**config.mk**
```make
export PLATFORM = sky130hd
export DESIGN_NAME = lsdb_div
export DESIGN_NICKNAME = d
export VERILOG_FILES = /design/src/rtl/lsdb_pkg.sv /design/src/rtl/lsdb_div.sv
export SDC_FILE = /design/constraint.sdc
export NUM_CORES = 1
export LEC_CHECK = 0
export BUFFER_PORTS_ARGS = -buffer_cell sky130_fd_sc_hd__buf_2
export CAP_MARGIN = 20
export CORE_ASPECT_RATIO = 1.4
export CORE_UTILIZATION = 56
export DETAILED_ROUTE_END_ITERATION = 7
export PLACE_DENSITY = 0.74
export SKIP_CTS_REPAIR_TIMING = 1
export SLEW_MARGIN = 30
export SYNTH_ARGS = -nofsm -noshare
export SYNTH_HDL_FRONTEND = slang
export SYNTH_SLANG_ARGS = --single-unit
```
**constraint.sdc**
```tcl
create_clock -name clk -period 11.2 [get_ports clk]
set_input_delay 1.68 -clock clk [delete_from_list [all_inputs] [get_ports clk]]
set_output_delay 1.68 -clock clk [all_outputs]
set_load 0.02 [all_outputs]
```
**src/rtl/lsdb_pkg.sv**
```systemverilog
`default_nettype none

package lsdb_pkg;

    // clamp limits of the configuration registers
    localparam logic [6:0]  MAX_BIT_SPAN = 7'd64;
    localparam logic [10:0] MAX_BUCKETS  = 11'd1024;

    // register indexes on the write port
    localparam logic [0:0] REG_BIT_SPAN     = 1'b0;
    localparam logic [0:0] REG_BUCKET_COUNT = 1'b1;
    localparam int unsigned CFG_DATA_W      = 11;

    // widths of the narrow datapath values
    localparam int unsigned PROD_W    = 18;  // bucket * span
    localparam int unsigned SCALED_W  = 17;  // log term scaled by bucket count
    localparam int unsigned DIV_STEPS = 4;   // quotient bits per divider stage

    typedef enum logic
    {
        OP_INDEX    = 1'b0,
        OP_BOUNDARY = 1'b1
    } op_t;

    typedef struct packed
    {
        logic        operation;
        logic [63:0] distance;
        logic [10:0] bucket;
    } in_word_t;

    typedef struct packed
    {
        logic [9:0]  bucket_index;
        logic [63:0] boundary;
    } out_word_t;

    // per-word control carried alongside the datapath
    typedef struct packed
    {
        op_t         op;
        logic        zero_dist;  // distance was zero
        logic        sat;        // boundary saturates to all ones
        logic        oob;        // bucket out of range
        logic [6:0]  expo;       // msb position, or boundary exponent
        logic [6:0]  span;
        logic [10:0] cnt;
    } info_t;

    typedef struct packed
    {
        info_t       info;
        logic [63:0] word;
    } carry_t;

    // integer square root of a 128-bit value, elaboration only
    function automatic logic [63:0] isqrt128(input logic [127:0] x);
        logic [63:0]  r;
        logic [63:0]  c;
        logic [127:0] sq;
        r = '0;
        for (int b = 63; b >= 0; b--)
        begin
            c  = r | (64'd1 << b);
            sq = 128'(c) * 128'(c);
            if (sq <= x)
                r = c;
        end
        return r;
    endfunction

    // 2^(2^-k) in Q1.63, truncated at each square root
    function automatic logic [63:0] exp_root(input int k);
        logic [63:0] c;
        c = isqrt128({1'b1, 127'd0});
        for (int j = 2; j <= k; j++)
        begin
            c = isqrt128({1'b0, c, 63'd0});
        end
        return c;
    endfunction

endpackage

`default_nettype wire

```
**src/rtl/lsdb_div.sv**
```systemverilog
`default_nettype none

module lsdb_div #(
    parameter int unsigned NUM_W = 18,
    parameter int unsigned DEN_W = 11
) (
    input  wire                    clk,
    input  wire                    rst_n,
    input  wire                    en,
    input  wire                    in_valid,
    input  wire  [NUM_W-1:0]       in_num,
    input  wire  [DEN_W-1:0]       in_den,
    input  lsdb_pkg::carry_t       in_carry,
    output logic                   out_valid,
    output logic [((NUM_W + lsdb_pkg::DIV_STEPS - 1) / lsdb_pkg::DIV_STEPS)
                  * lsdb_pkg::DIV_STEPS - 1:0] out_quot,
    output lsdb_pkg::carry_t       out_carry
);

    localparam int unsigned STEPS = lsdb_pkg::DIV_STEPS;
    localparam int unsigned NS    = (NUM_W + STEPS - 1) / STEPS;
    localparam int unsigned PAD_W = NS * STEPS;

    logic                   valid_reg [NS];
    logic [PAD_W-1:0]       num_reg   [NS];
    logic [DEN_W-1:0]       rem_reg   [NS];
    logic [DEN_W-1:0]       den_reg   [NS];
    lsdb_pkg::carry_t       carry_reg [NS];

    logic [PAD_W-1:0]       num_next  [NS];
    logic [DEN_W-1:0]       rem_next  [NS];

    for (genvar i = 0; i < NS; i++)
    begin : g_stage
        logic                   v_in;
        logic [PAD_W-1:0]       n_in;
        logic [DEN_W-1:0]       r_in;
        logic [DEN_W-1:0]       d_in;
        lsdb_pkg::carry_t       c_in;

        if (i == 0)
        begin : g_first
            assign v_in = in_valid;
            assign n_in = PAD_W'(in_num);
            assign r_in = '0;
            assign d_in = in_den;
            assign c_in = in_carry;
        end
        else
        begin : g_next
            assign v_in = valid_reg[i-1];
            assign n_in = num_reg[i-1];
            assign r_in = rem_reg[i-1];
            assign d_in = den_reg[i-1];
            assign c_in = carry_reg[i-1];
        end

        // restoring division, a few quotient bits per stage
        always_comb
        begin
            logic [DEN_W:0]   t;
            logic [PAD_W-1:0] n;
            logic [DEN_W-1:0] r;
            logic             q;
            n = n_in;
            r = r_in;
            for (int s = 0; s < STEPS; s++)
            begin
                t = {r, n[PAD_W-1]};
                if (t >= {1'b0, d_in})
                begin
                    t = t - {1'b0, d_in};
                    q = 1'b1;
                end
                else
                begin
                    q = 1'b0;
                end
                r = t[DEN_W-1:0];
                n = {n[PAD_W-2:0], q};
            end
            num_next[i] = n;
            rem_next[i] = r;
        end

        // valid bit
        always_ff @(posedge clk or negedge rst_n)
        begin
            if (!rst_n)
                valid_reg[i] <= 1'b0;
            else if (en)
                valid_reg[i] <= v_in;
        end

        // payload
        always_ff @(posedge clk)
        begin
            if (en)
            begin
                num_reg[i]   <= num_next[i];
                rem_reg[i]   <= rem_next[i];
                den_reg[i]   <= d_in;
                carry_reg[i] <= c_in;
            end
        end
    end

    assign out_valid = valid_reg[NS-1];
    assign out_quot  = num_reg[NS-1];
    assign out_carry = carry_reg[NS-1];

endmodule

`default_nettype wire

```
==> results.json, run 1 <==
{
  "die-area_um2": 57600,
  "vias": 18700,
  "routed_wirelength_um": 65200,
  "dieHeight_um": 284,
  "nets": 2850,
  "fmax_ghz": 0.100,
  "worst-path-max-fanout": 18,
  "required_ns": 11.54,
  "place_hpwl_um": 47700,
  "core-area_um2": 55600,
  "drtAntennaViolNets": 0,
  "design_area_um2": 35100,
  "postSynthCellCount": 2303,
  "cp_top_family": "compound AO/OA/AOI/OAI gates",
  "worst_pin_slew_ns": 0.978,
  "rsz0062_at_grt": "false",
  "gp_congestion": 0.928,
  "postLayoutCoreUtil_pct": 63.1,
  "status": "complete, no violations",
  "placedInstanceArea_um2": 33100,
  "io_pins": 240,
  "max-cap-violations": 0,
  "grt_max_degree": 210,
  "grt_overflow": 0,
  "relSlewSlack_pct": 34.8,
  "drive_above_1_share_pct": 18.5,
  "synth_edf_count": 653,
  "clock-root-buffer": "clkbuf_16",
  "final-seq-area_um2": 19700,
  "path_buf_inv": 3,
  "cts_tree": "yes",
  "grt_pass1_wl_um": 100000,
  "fp-row-count": 102,
  "numCtsBuffers": 59,
  "fp.dieW_um": 203,
  "grt_pass1_vias": 18500,
  "setup_viol": 0,
  "cts_htree_levels": 2,
  "fin_skew_ns": 0.0521,
  "wl_per_cell_um": 19.9,
  "min_period_over_period_pct": 89.0,
  "hp-class": "reg2reg",
  "synth_top_area_share_pct": 61.8,
  "syn-num-nets": 2655,
  "synth_area_per_cell_um2": 13.8,
  "detail_route.iter0.violations": 1367,
  "yosys.cell_types.count": 85,
  "largest_reg_flops": 465,
  "grt.total_usage_pct": 22.5,
  "end_kind": "register",
  "seq_area_frac_synth_pct": 62.2,
  "antenna_found_initial": 11,
  "worstSetupStartpointType": "register",
  "synth_warnings": 0,
  "drt_first_pass_iters": 5,
  "period_needed_ns": 9.96,
  "clk_pin_slew_worst_paths_ns": 0.06,
  "ys_ff_latch": 658,
  "synth_top_flop_cell": "edfxtp_1",
  "critPathArrivalTime_ns": 10.31,
  "crit_path_frequent_cell": "o21ai_0",
  "initial_core_util_pct": 57.0,
  "clock_sinks": 658,
  "synthTopCellsByArea": "edfxtp_1 (62%), ha_1 (8.2%), mux2_2 (2.7%)",
  "slowest_delay_ns": 0.51,
  "slew_violations": 0,
  "finalSetupTns_ns": 0,
  "yosys.area.top_type": "edfxtp_1",
  "n_fill_cell": 4121,
  "async_reset_ff_share_pct": 0.760,
  "numPortBuffers": 239,
  "clock_latency_ns": 0.64,
  "slowest_stage": "edfxtp_1",
  "cts_buffer_depth": 3,
  "multiInputGateArea_um2": 10600,
  "hold_viol": 0,
  "crit_type": "reg2reg",
  "syn_area_um2": 31700,
  "area_growth_pct": 10.7,
  "viasPerCell": 5.71,
  "drc": 0
}
==> cell type report <==
cell class,instances,area share [%]
sequential,658,56.2
multi-input combinational,1384,30.2
clock buffer,66,4.28
timing repair buffer,250,3.83
tap,728,2.59
inverter,145,1.55
clock inverter,43,1.29
antenna,1,0.00713
==> worst paths after layout <==
| check | end | start | cells after the start | slack [ns] |
|---|---|---|---|---|
| worst max-delay path | rem_reg[0][21] | den_reg[0][0] | 37 | 1.24 |
| worst min-delay path | num_reg[0][96] | num_reg[0][72] | 0 | 0.39 |
| worst max register to register | rem_reg[0][21] | den_reg[0][0] | 37 | 1.24 |
| worst min register to register | num_reg[0][96] | num_reg[0][72] | 0 | 0.39 |
| max in group asynchronous | g_stage[1].v_in | rst_n | 1 | 10.18 |
| min in group asynchronous | g_stage[3].v_in | rst_n | 1 | 0.89 |
==> cell usage in the layout, fill, tap and decap left out, types with 11 or more instances in the layout <==
cell type	count
or2_2	13
nor2_1	149
a211oi_1	13
o21ai_0	100
clkinv_1	13
fa_1	17
nand3_1	31
ha_1	209
nor4_1	12
xnor2_1	66
a21o_1	42
buf_2	238
nor2b_1	33
nand4_1	34
nand2b_1	28
mux2_2	75
or3_1	15
nand2_1	95
a21oi_1	121
a21boi_0	21
edfxtp_1	653
xor2_1	45
and3_1	11
nor3_1	36
o31ai_1	14
mux2i_1	16
o21a_1	25
inv_1	145
clkbuf_16	59
==> cells in the mapped netlist (25+ instances only) <==
| cell type | instances |
|---|---|
| nor2b_1 | 33 |
| nor2_1 | 149 |
| a21o_1 | 42 |
| nand2b_1 | 28 |
| o21ai_0 | 100 |
| nand4_1 | 34 |
| nand2_1 | 95 |
| nand3_1 | 31 |
| ha_1 | 209 |
| o21a_1 | 25 |
| mux2_2 | 75 |
| inv_1 | 145 |
| xor2_1 | 45 |
| xnor2_1 | 66 |
| a21oi_1 | 121 |
| edfxtp_1 | 653 |
| buf_4 | 96 |
| nor3_1 | 36 |
==> per-stage QoR <==
| step | setup slack (ns) | instances | hold slack [ns] |
|---|---|---|---|
| floorplan | 2.56 | 2303 | 0.400 |
| global placement | 1.36 | 3164 | 0.400 |
| detailed placement | 1.21 | 3164 | 0.405 |
| CTS | 1.40 | 3273 | 0.379 |
| global route | 0.591 | 3274 | 0.397 |
| finish | 1.24 | 3275 | 0.386 |
==> metal layers <==
layer	GRT usage, %	up-vias	wire [µm]
met5	0	-	143
met3	4.01	179	3550
met2	40.9	539	33800
li1	-	8975	-
met1	25.5	8973	24800
met4	10.6	20	2900
==> logic make-up after synthesis <==
family	share of synthesized area (%)
flip-flops	62.2
XOR/XNOR	3.07
buffers and inverters	4.34
adder cells (fa/ha/maj)	9.32
AO/OA/AOI/OAI	9.40
AND/OR/NAND/NOR	7.99
multiplexers	3.65
Power of run 1 is left out: the tool's default activity adds up to more than one toggle a clock period on the data nets, which glitch-free logic cannot reach.
==> run 2, diff against run 1 <==
- CORE_ASPECT_RATIO: 1.4 -> 0.7
- PLACE_DENSITY: 0.74 -> 0.75
==> run 2 against run 1 <==
Effect of this change:
- non-clock buffer count stayed put
- wire length is 1.9% lower
- critical endpoint is now rem_reg[0][14]
- critical path type unchanged
- first-iteration DRC count grew 13%
- hold slack improved by 0.0056 ns
- design area grew 0.56%
==> results.json, run 2 (same netlist as run 1, synthesis figures left out) <==
{
  "status": "complete, no violations",
  "fp.dieW_um": 286,
  "die-area_um2": 57600,
  "period_needed_ns": 10.25,
  "hold_viol": 0,
  "clk_pin_slew_worst_paths_ns": 0.08,
  "slew_violations": 0,
  "slowest_delay_ns": 0.47,
  "grt_pass1_wl_um": 98700,
  "drt_first_pass_iters": 5,
  "path_buf_inv": 3,
  "grt_pass1_vias": 18100,
  "fp-row-count": 72,
  "end_kind": "register",
  "cts_htree_levels": 2,
  "antenna_found_initial": 2,
  "cts_tree": "yes",
  "gp_congestion": 0.933,
  "initial_core_util_pct": 57.1,
  "largest_reg_flops": 465,
  "vias": 18900,
  "worst-path-max-fanout": 18,
  "numCtsBuffers": 59,
  "worstSetupStartpointType": "register",
  "core-area_um2": 55600,
  "setup_viol": 0,
  "area_growth_pct": 11.3,
  "grt.total_usage_pct": 21.8,
  "io_pins": 240,
  "grt_max_degree": 200,
  "cp_top_family": "compound AO/OA/AOI/OAI gates",
  "worst_pin_slew_ns": 0.982,
  "required_ns": 11.58,
  "min_period_over_period_pct": 91.5,
  "finalSetupTns_ns": 0,
  "fmax_ghz": 0.0976,
  "numPortBuffers": 239,
  "max-cap-violations": 0,
  "viasPerCell": 5.76,
  "holdWs_ns": 0.391,
  "drc": 0,
  "clock-root-buffer": "clkbuf_16",
  "crit_type": "reg2reg",
  "fin_skew_ns": 0.0309,
  "cts_buffer_depth": 3,
  "dieHeight_um": 201,
  "diodes": 0,
  "placedInstanceArea_um2": 33200,
  "clock_sinks": 658,
  "routed_wirelength_um": 64000,
  "rsz0062_at_grt": "false",
  "critPathArrivalTime_ns": 10.62,
  "design_area_um2": 35300,
  "mostFrequentLayoutCell": "edfxtp_1",
  "place_hpwl_um": 45500,
  "detail_route.iter0.violations": 1545,
  "hp-class": "reg2reg",
  "drtAntennaViolNets": 0,
  "drive_above_1_share_pct": 18.8,
  "postLayoutCoreUtil_pct": 63.5,
  "n_fill_cell": 4063,
  "grt_overflow": 0,
  "crit_path_frequent_cell": "o21ai_0",
  "clock_latency_ns": 0.64,
  "relSlewSlack_pct": 34.5,
  "wl_per_cell_um": 19.5,
  "slowest_stage": "fa_1",
  "nets": 2850,
  "final_cell_mix": "edfxtp_1 (653), buf_2 (238), ha_1 (209)"
}
[run 2: layout make-up]
type                            count  area [µm²]  share of cell area [%]
Sequential cell                   658       19700                    55.9
Inverter                          145         544                    1.54
Clock inverter                     49         644                    1.83
Clock buffer                       61        1480                    4.20
Tap cell                          740         926                    2.62
Timing Repair Buffer              250        1370                    3.87
Multi-Input combinational cell   1384       10600                    30.0
[run 2: path summary, 6_finish.rpt]
kind	startpoint	to	slack (ns)	cells after the start
worst min-delay path	carry_reg[0][23]	carry_reg[0][116]	0.39	0
worst max register to register	den_reg[0][0]	rem_reg[0][14]	0.95	36
worst min register to register	carry_reg[0][23]	carry_reg[0][116]	0.39	0
max in group asynchronous	rst_n	g_stage[4].v_in	10.21	1
min in group asynchronous	rst_n	g_stage[3].v_in	0.86	1
worst max-delay path	den_reg[0][0]	rem_reg[0][14]	0.95	36
[run 2: metal layers]
metal / track usage (%) / part of all wire, %
met3: 3.33 / 6.5
met2: 32.9 / 44
met4: 6.82 / 2.8
met5: 0 / 0.020
met1: 32.7 / 46
[run 2: stage by stage]
step	setup WS, ns	std cells
3_5_place_dp	1.13	3176
5_1_grt	0.277	3287
4_1_cts	1.15	3286
6_report	0.955	3287
2_1_floorplan	2.56	2303
3_3_place_gp	1.30	3175
Power of run 2 is left out for the same reason.
==> run 3, diff against run 2 <==
--- a/config.mk
+++ b/config.mk
@@ -11,4 +11,5 @@
 export CORE_UTILIZATION = 56
 export DETAILED_ROUTE_END_ITERATION = 7
+export GPL_ROUTABILITY_DRIVEN = 0
 export PLACE_DENSITY = 0.75
 export SKIP_CTS_REPAIR_TIMING = 1
==> constraint.sdc (replaced) <==
create_clock -name clk -period 11.2 [get_ports clk]
set_input_delay 1.68 -clock clk [delete_from_list [all_inputs] [get_ports clk]]
set_output_delay 1.68 -clock clk [all_outputs]
set_load 0.005 [all_outputs]
==> run 3 against run 2 <==
Effect of this change:
- register-to-register slack improved by 0.14 ns
- wire length fell by 4.1%
- flip-flop and latch count unchanged
- design area decreased by 0.19%
- maximum frequency up 1.4%
- via count down 0.40%
- highest routed layer is now met4
==> results.json, run 3 (same netlist as run 1, synthesis figures left out) <==
{
  "drc": 0,
  "slowest_delay_ns": 0.48,
  "crit_path_frequent_cell": "o21ai_0",
  "n_fill_cell": 3983,
  "fp.dieW_um": 286,
  "detail_route.iter0.violations": 1394,
  "routed_wirelength_um": 61300,
  "clock_sinks": 658,
  "design_area_um2": 35200,
  "clock-root-buffer": "clkbuf_16",
  "max-cap-violations": 0,
  "grt_pass1_wl_um": 96000,
  "grt.total_usage_pct": 21.0,
  "path_buf_inv": 3,
  "rsz0062_at_grt": "false",
  "initial_core_util_pct": 57.1,
  "placed_cells": 3177,
  "viasPerCell": 5.73,
  "min_period_over_period_pct": 90.2,
  "core-area_um2": 55600,
  "cp_top_family": "compound AO/OA/AOI/OAI gates",
  "worstSetupStartpointType": "register",
  "grt_max_degree": 178,
  "numCtsBuffers": 59,
  "hold_viol": 0,
  "cts_htree_levels": 2,
  "slowest_stage": "fa_1",
  "die-area_um2": 57600,
  "mostFrequentLayoutCell": "edfxtp_1",
  "largest_reg_flops": 465,
  "drt_first_pass_iters": 6,
  "wl_per_cell_um": 18.6,
  "finalSetupTns_ns": 0,
  "antenna_found_initial": 0,
  "setup_viol": 0,
  "end_kind": "register",
  "slew_violations": 0,
  "relSlewSlack_pct": 28.1,
  "dieHeight_um": 201,
  "period_needed_ns": 10.10,
  "numPortBuffers": 239,
  "clock_latency_ns": 0.64,
  "io_pins": 240,
  "fin_skew_ns": 0.0224,
  "place_hpwl_um": 44300,
  "clk_pin_slew_worst_paths_ns": 0.07,
  "grt_pass1_vias": 18100,
  "required_ns": 11.58,
  "critPathArrivalTime_ns": 10.48,
  "worst_pin_slew_ns": 1.08,
  "drive_above_1_share_pct": 19.0,
  "status": "complete, no violations",
  "cts_tree": "yes",
  "crit_type": "reg2reg",
  "fmax_ghz": 0.0990,
  "final_cell_mix": "edfxtp_1 (653), buf_2 (238), ha_1 (209)",
  "nets": 2850,
  "fp-row-count": 72,
  "grt_overflow": 0,
  "drtAntennaViolNets": 0,
  "worst-path-max-fanout": 18,
  "stdcell_count": 3289,
  "cts_buffer_depth": 3,
  "placedInstanceArea_um2": 33100,
  "hp-class": "reg2reg",
  "vias": 18800,
  "area_growth_pct": 11.1
}
run 3: final cells by class:
class	count	area [µm²]	area share (%)
antenna	2	5.00	0.0142
clock buffer	67	1510	4.27
clock inverter	43	584	1.66
inverter	145	544	1.54
multi-input combinational	1384	10600	30.1
sequential	658	19700	56.0
tap	740	926	2.63
timing repair buffer	250	1320	3.75
run 3: worst paths after layout:
check	from	endpoint	slack (ns)	depth (start not counted)
worst max-delay path	den_reg[0][0]	rem_reg[0][13]	1.10	36
worst max register to register	den_reg[0][0]	rem_reg[0][13]	1.10	36
worst min register to register	carry_reg[0][91]	carry_reg[0][184]	0.40	0
worst min-delay path	carry_reg[0][91]	carry_reg[0][184]	0.40	0
min in group asynchronous	rst_n	g_stage[1].v_in	0.85	1
max in group asynchronous	rst_n	g_stage[3].v_in	10.22	1
run 3: worst reg2reg max path, delay by kind of cell (launching register included):
| family | cells | cell delay [ns] |
|---|---|---|
| AO/OA/AOI/OAI | 16 | 3.87 |
| multiplexers | 3 | 1.24 |
| flip-flops | 1 | 0.46 |
| AND/OR/NAND/NOR | 9 | 1.72 |
| adder cells (fa/ha/maj) | 5 | 1.92 |
| buffers and inverters | 3 | 0.68 |
run 3: metrics by stage:
stage / setup WS, ns / hold slack [ns] / util (%)
after floorplan: 2.56 / 0.400 / -
after global placement: 1.52 / 0.400 / 59.6
after detailed placement: 1.28 / 0.405 / 59.6
after CTS: 1.23 / 0.401 / 63.4
after global routing: 0.419 / 0.400 / 63.4
final: 1.10 / 0.401 / 63.4
run 3: per-layer routing:
layer,routed length (µm),up-vias,GRT usage (%),share of wire (%)
met1,28200,9095,30.7,46
met4,1700,0,7.18,2.8
met5,0,-,0,0
met2,27700,632,32.4,45
met3,3680,127,3.11,6.0
li1,-,8989,-,-
Power of run 3 is left out for the same reason.
